### config.mk
export PLATFORM = sky130hd
export DESIGN_NAME = mm256_final
export DESIGN_NICKNAME = d
export VERILOG_FILES = /design/src/hw/rtl/montgomery_mul_256_defines.svh /design/src/hw/rtl/mm256_pkg.sv /design/src/hw/rtl/mm256_final.sv
export SDC_FILE = /design/constraint.sdc
export NUM_CORES = 2
export LEC_CHECK = 0
export BUFFER_PORTS_ARGS = -buffer_cell sky130_fd_sc_hd__buf_2
export CORE_AREA = 2 2 521 523
export CTS_BUF_LIST = sky130_fd_sc_hd__clkbuf_8
export DETAILED_ROUTE_END_ITERATION = 10
export DIE_AREA = 0 0 523 525
export GPL_TIMING_DRIVEN = 0
export MAX_ROUTING_LAYER = met4
export PLACE_DENSITY_LB_ADDON = 0.05
export SLEW_MARGIN = 20
export SYNTH_ARGS = -nofsm -noshare
export SYNTH_HDL_FRONTEND = slang
export SYNTH_SLANG_ARGS = --single-unit
### constraint.sdc
create_clock -name i_clk -period 12.4 [get_ports i_clk]
set_input_delay 0 -clock i_clk [delete_from_list [all_inputs] [get_ports i_clk]]
set_output_delay 0 -clock i_clk [all_outputs]
set_load 0.05 [all_outputs]
### src/hw/rtl/montgomery_mul_256_defines.svh
// Assertion macros used by the Montgomery multiplier RTL.
`ifndef MONTGOMERY_MUL_256_DEFINES_SVH
`define MONTGOMERY_MUL_256_DEFINES_SVH

`ifndef SYNTHESIS
// Check cons in the same cycle as ante.
`define MM256_ASSERT_NOW(lbl, clk, rst_n, ante, cons) \
    lbl: assert property (@(posedge clk) disable iff (!(rst_n)) (ante) |-> (cons)) \
        else $error("mm256 check failed");
// Check cons in the cycle after ante.
`define MM256_ASSERT_NEXT(lbl, clk, rst_n, ante, cons) \
    lbl: assert property (@(posedge clk) disable iff (!(rst_n)) (ante) |=> (cons)) \
        else $error("mm256 check failed");
`else
`define MM256_ASSERT_NOW(lbl, clk, rst_n, ante, cons)
`define MM256_ASSERT_NEXT(lbl, clk, rst_n, ante, cons)
`endif

`endif

### src/hw/rtl/mm256_pkg.sv
`default_nettype none
package mm256_pkg;

    localparam int LIMB_W     = 64;
    localparam int OPER_W     = 256;
    localparam int PROD_W     = 320;
    localparam int PART_W     = 288;
    localparam int ACC_W      = 322;
    localparam int CFG_ADDR_W = 6;
    localparam int CFG_DATA_W = 64;

    typedef struct packed {
        logic [LIMB_W-1:0] a_limb0;
        logic [LIMB_W-1:0] a_limb1;
        logic [LIMB_W-1:0] a_limb2;
        logic [LIMB_W-1:0] a_limb3;
        logic [LIMB_W-1:0] b_limb0;
        logic [LIMB_W-1:0] b_limb1;
        logic [LIMB_W-1:0] b_limb2;
        logic [LIMB_W-1:0] b_limb3;
    } t_in_item;

    typedef struct packed {
        logic [LIMB_W-1:0] prod_limb0;
        logic [LIMB_W-1:0] prod_limb1;
        logic [LIMB_W-1:0] prod_limb2;
        logic [LIMB_W-1:0] prod_limb3;
    } t_out_item;

    // Operands and running sum that travel with each item.
    typedef struct packed {
        logic [OPER_W-1:0] a;
        logic [OPER_W-1:0] b;
        logic [ACC_W-1:0]  acc;
    } t_side;

    typedef enum logic [2:0] {
        REG_MOD0 = 3'd0,
        REG_MOD1 = 3'd1,
        REG_MOD2 = 3'd2,
        REG_MOD3 = 3'd3,
        REG_NINV = 3'd4
    } t_reg_idx;

    function automatic logic [63:0] mul32(input logic [31:0] x, input logic [31:0] y);
        return 64'(x) * 64'(y);
    endfunction

endpackage
`default_nettype wire

### src/hw/rtl/mm256_final.sv
`default_nettype none
// Conditional subtraction of the modulus: compare stage, then subtract stage.
module mm256_final (
    input  wire logic                           i_clk,
    input  wire logic                           i_rst_n,
    input  wire logic                           i_valid,
    input  wire mm256_pkg::t_side               i_side,
    input  wire logic [mm256_pkg::OPER_W-1:0]   i_mod,
    output logic                                o_stall,
    output logic                                o_valid,
    output mm256_pkg::t_out_item                o_data,
    input  wire logic                           i_stall
);
    logic r_v1, r_v2, en1, en2;
    logic r_ge;
    logic [mm256_pkg::OPER_W-1:0] r_acc, n_res, r_res;

    assign en2     = !r_v2 || !i_stall;
    assign en1     = !r_v1 || en2;
    assign o_stall = !en1;
    assign o_valid = r_v2;
    assign o_data  = {r_res[63:0], r_res[127:64], r_res[191:128], r_res[255:192]};
    assign n_res   = r_ge ? (r_acc - i_mod) : r_acc;

    always_ff @(posedge i_clk) begin
        if (!i_rst_n) begin
            r_v1 <= 1'b0;
            r_v2 <= 1'b0;
        end else begin
            if (en1) r_v1 <= i_valid;
            if (en2) r_v2 <= r_v1;
        end
    end

    always_ff @(posedge i_clk) begin
        if (en1) begin
            r_ge  <= i_side.acc >= {66'b0, i_mod};
            r_acc <= i_side.acc[mm256_pkg::OPER_W-1:0];
        end
        if (en2) r_res <= n_res;
    end
endmodule
`default_nettype wire

==> results.py <==
metrics = {
    "floorplan": {
        "die_y_um": 525,
        "io-pin-count": 1352,
        "die_w_um": 523,
        "initial_core_util": 0.164,
        "dieArea_um2": 275000,
        "core_area_um2": 269000,
        "num_rows": 191,
    },
    "global_routing": {
        "overflow": 0,
        "grt_usage": 0.209,
        "grt_pass1_wl_um": 389000,
        "antenna_found_initial": 59,
        "grt_pass1_vias": 46900,
        "grt_max_degree": 43,
    },
    "worst_setup_path": {
        "critPathMaxFanout": 6,
        "worstPathArrival_ps": 7900,
        "critPathLaunchType": "flip-flop",
        "worstPathRequired_ps": 13030,
        "worstSetupEndpointType": "flip-flop",
        "critPathKind": "reg2reg",
    },
    "clocking": {
        "cts_buffers": 116,
        "htree_num_levels": 3,
        "insertion_delay_ps": 930,
        "clock_sinks": 515,
        "cts.reportedPaths.clkPinSlew_ps": 60,
        "tritoncts": "done",
        "root_buffer": "clkbuf_8",
        "clk_path_buf_depth": 3,
    },
    "synth": {
        "synth_fp_nets": 6492,
        "synth.distinct_cells": 87,
        "synth_top_area_frac": 0.349,
        "avgSynthCellArea_um2": 9.03,
        "async_flop_share": 0,
        "yosys_warnings": 0,
        "ys_ff_latch": 515,
        "ys_seq_area_frac": 0.350,
        "synth_area_leaders": "edfxtp_1 35%, ha_1 14%, a21oi_1 6.7%, mux2_2 5.4%, o21ai_0 4.2%",
        "synthFlopType": "edfxtp_1",
        "netlist_area_um2": 44100,
        "syn-instance-count": 4886,
        "synth_top_area_cell": "edfxtp_1",
        "synth-edff-count": 513,
    },
    "sta": {
        "skew_ps": 81.7,
        "tightest_slew_ps": 1240,
        "setup_violations": 0,
        "fmax_mhz": 138,
        "period_share": 0.586,
        "hold_slack_ps": 74.9,
        "slew_violations": 0,
        "finalWorstSetupSlack_ps": 5130,
        "rsz0062_at_grt": "no",
        "period_minus_slack_ps": 7270,
        "hold_violations": 0,
        "setup_tns_ps": 0,
        "slew_headroom": 0.164,
    },
    "pwr": {
        "seq_power_share": 0.304,
        "swShare": 0.447,
        "ir_worst_vdd_mv": 0.0727,
        "power_leakage_nw": 26.1,
        "p_comb_frac": 0.421,
        "power_density_nw_per_um2": 126,
        "switching_power_mw": 3.49,
        "p_int_mw": 4.32,
        "clockPowerShare": 0.275,
    },
    "route": {
        "drt_iter0_drc": 2747,
        "detail-route-antenna-nets": 0,
        "vias": 45200,
        "wl_met3_um": 17000,
        "wl_um": 288000,
        "wl_met1_um": 136000,
        "met2_length_um": 128000,
        "topRoutingLayerUsed": "met4",
        "firstDrtPassIters": 5,
        "routed_via_density": 4.44,
        "wl_per_cell_um": 28.2,
        "drcViolationCount": 0,
    },
    "placed_design": {
        "gp_congestion": 0.895,
        "hpwlAfterDp_um": 246000,
        "placed_cell_area_um2": 53500,
        "pre_cts_ws_ps": 5110,
        "port_buffers": 839,
        "place_inst": 9324,
    },
    "layout": {
        "area_growth_pct": 40.9,
        "final.fill_count": 29900,
        "drive_above_1_share": 0.202,
        "finalNetCount": 8096,
        "post-route-cell-area_um2": 62200,
        "instances_no_fill": 10200,
    },
    "flow_run": {
        "drv_cap": 0,
    },
    "worst_hold_path": {
        "hold_path.class": "in2reg",
    },
    "status": {
        "status": "complete, no violations",
    },
}
layout by cell type, fill, tap and decap left out, types with 213 or more instances in the layout:
cell type / instances
buf_2: 851
dlygate4sd3_1: 618
a21oi_1: 594
edfxtp_1: 513
ha_1: 511
nand2_1: 421
inv_1: 389
o21ai_0: 368
nor2_1: 332
nand4_1: 228
mux2_2: 213
sequential cells by signal, indices dropped and copies added (netlist names):
register  cells
r_v1          1
r_acc       256
r_ge          1
r_res       256
o_valid       1
metrics by stage:
step,util,total power [mW]
CTS,0.231,7.98
finish,0.231,7.81
global placement,0.196,5.58
global route,0.231,8.23
detailed placement,0.199,5.54
floorplan,-,4.24
final timing paths:
path | startpoint | endpoint | slack, ps | depth (start not counted)
setup / recovery | r_acc[70] | r_res[233] | 5130 | 14
hold / removal | i_mod[95] | r_res[95] | 70 | 5
setup reg to reg | r_acc[70] | r_res[233] | 5130 | 14
hold reg to reg | r_acc[255] | r_res[255] | 580 | 1
worst max-delay path, cell delays in order, from the launching register on:
cell	delay, ps
edfxtp_1	450
ha_1	440
a21oi_1	160
o21ai_0	610
a221oi_1	280
o21ai_1	380
nor4b_2	730
nand4_1	550
a21oi_1	720
a41oi_1	550
o31ai_1	1040
a31o_2	390
a21boi_0	210
xnor2_1	180
mux2_2	290
cells by family after synthesis:
| family | share of synthesized area |
|---|---|
| fa+ha+maj | 0.145 |
| buf+inv | 0.0437 |
| mux | 0.0554 |
| compound gates | 0.210 |
| simple gates | 0.147 |
| xor+xnor | 0.0482 |
| flops | 0.350 |
cell type report:
class                           count  area (um^2)  share of cell area
Antenna cell                       30         75.1             0.00121
Buffer                            152          596             0.00958
Clock buffer                      117         1610              0.0259
Clock inverter                     98          764              0.0123
Inverter                          359         1350              0.0217
Multi-Input combinational cell   3860        26900               0.433
Sequential cell                   515        15400               0.248
Tap cell                         3570         4470              0.0718
Timing Repair Buffer             1486        10900               0.176
synth_stat cells, drive strengths merged (19+ instances only):
master,count
a31oi,33
mux2,214
nor3,97
a211oi,21
a21oi,595
clkbuf,140
a21o,172
nor2b,42
xor2,97
o21ai,376
ha,511
xnor2,146
and3,19
nor2,332
nand2b,43
or2,26
o21a,51
edfxtp,513
nand4,228
inv,359
nor4,49
o21bai,97
nand3,48
a21boi,24
nand2,422
o211ai,22
timing repair:
item | CTS | global route
endpoints found under the hold margin | 441 | 0
buffers inserted | 0 | 0
hold buffers | 618 | 0
gates resized for setup | 0 | 0
power groups by stage:
| stage | registers [mW] | logic (mW) | clock network [mW] |
|---|---|---|---|
| final | 2.37 | 3.29 | 2.15 |
| after global routing | 2.40 | 3.52 | 2.31 |
| after global placement | 2.43 | 3.15 | 0 |
| after detailed placement | 2.40 | 3.14 | 0 |
| after floorplan | 3.09 | 1.15 | 0 |
| after CTS | 2.38 | 3.33 | 2.27 |
metal layers:
metal / track usage / vias up
li1: - / 21600
met1: 0.279 / 22200
met2: 0.323 / 1219
met3: 0.0418 / 229
met4: 0.0440 / 0
met5: - / -
Power figures use the tool's default switching activity.
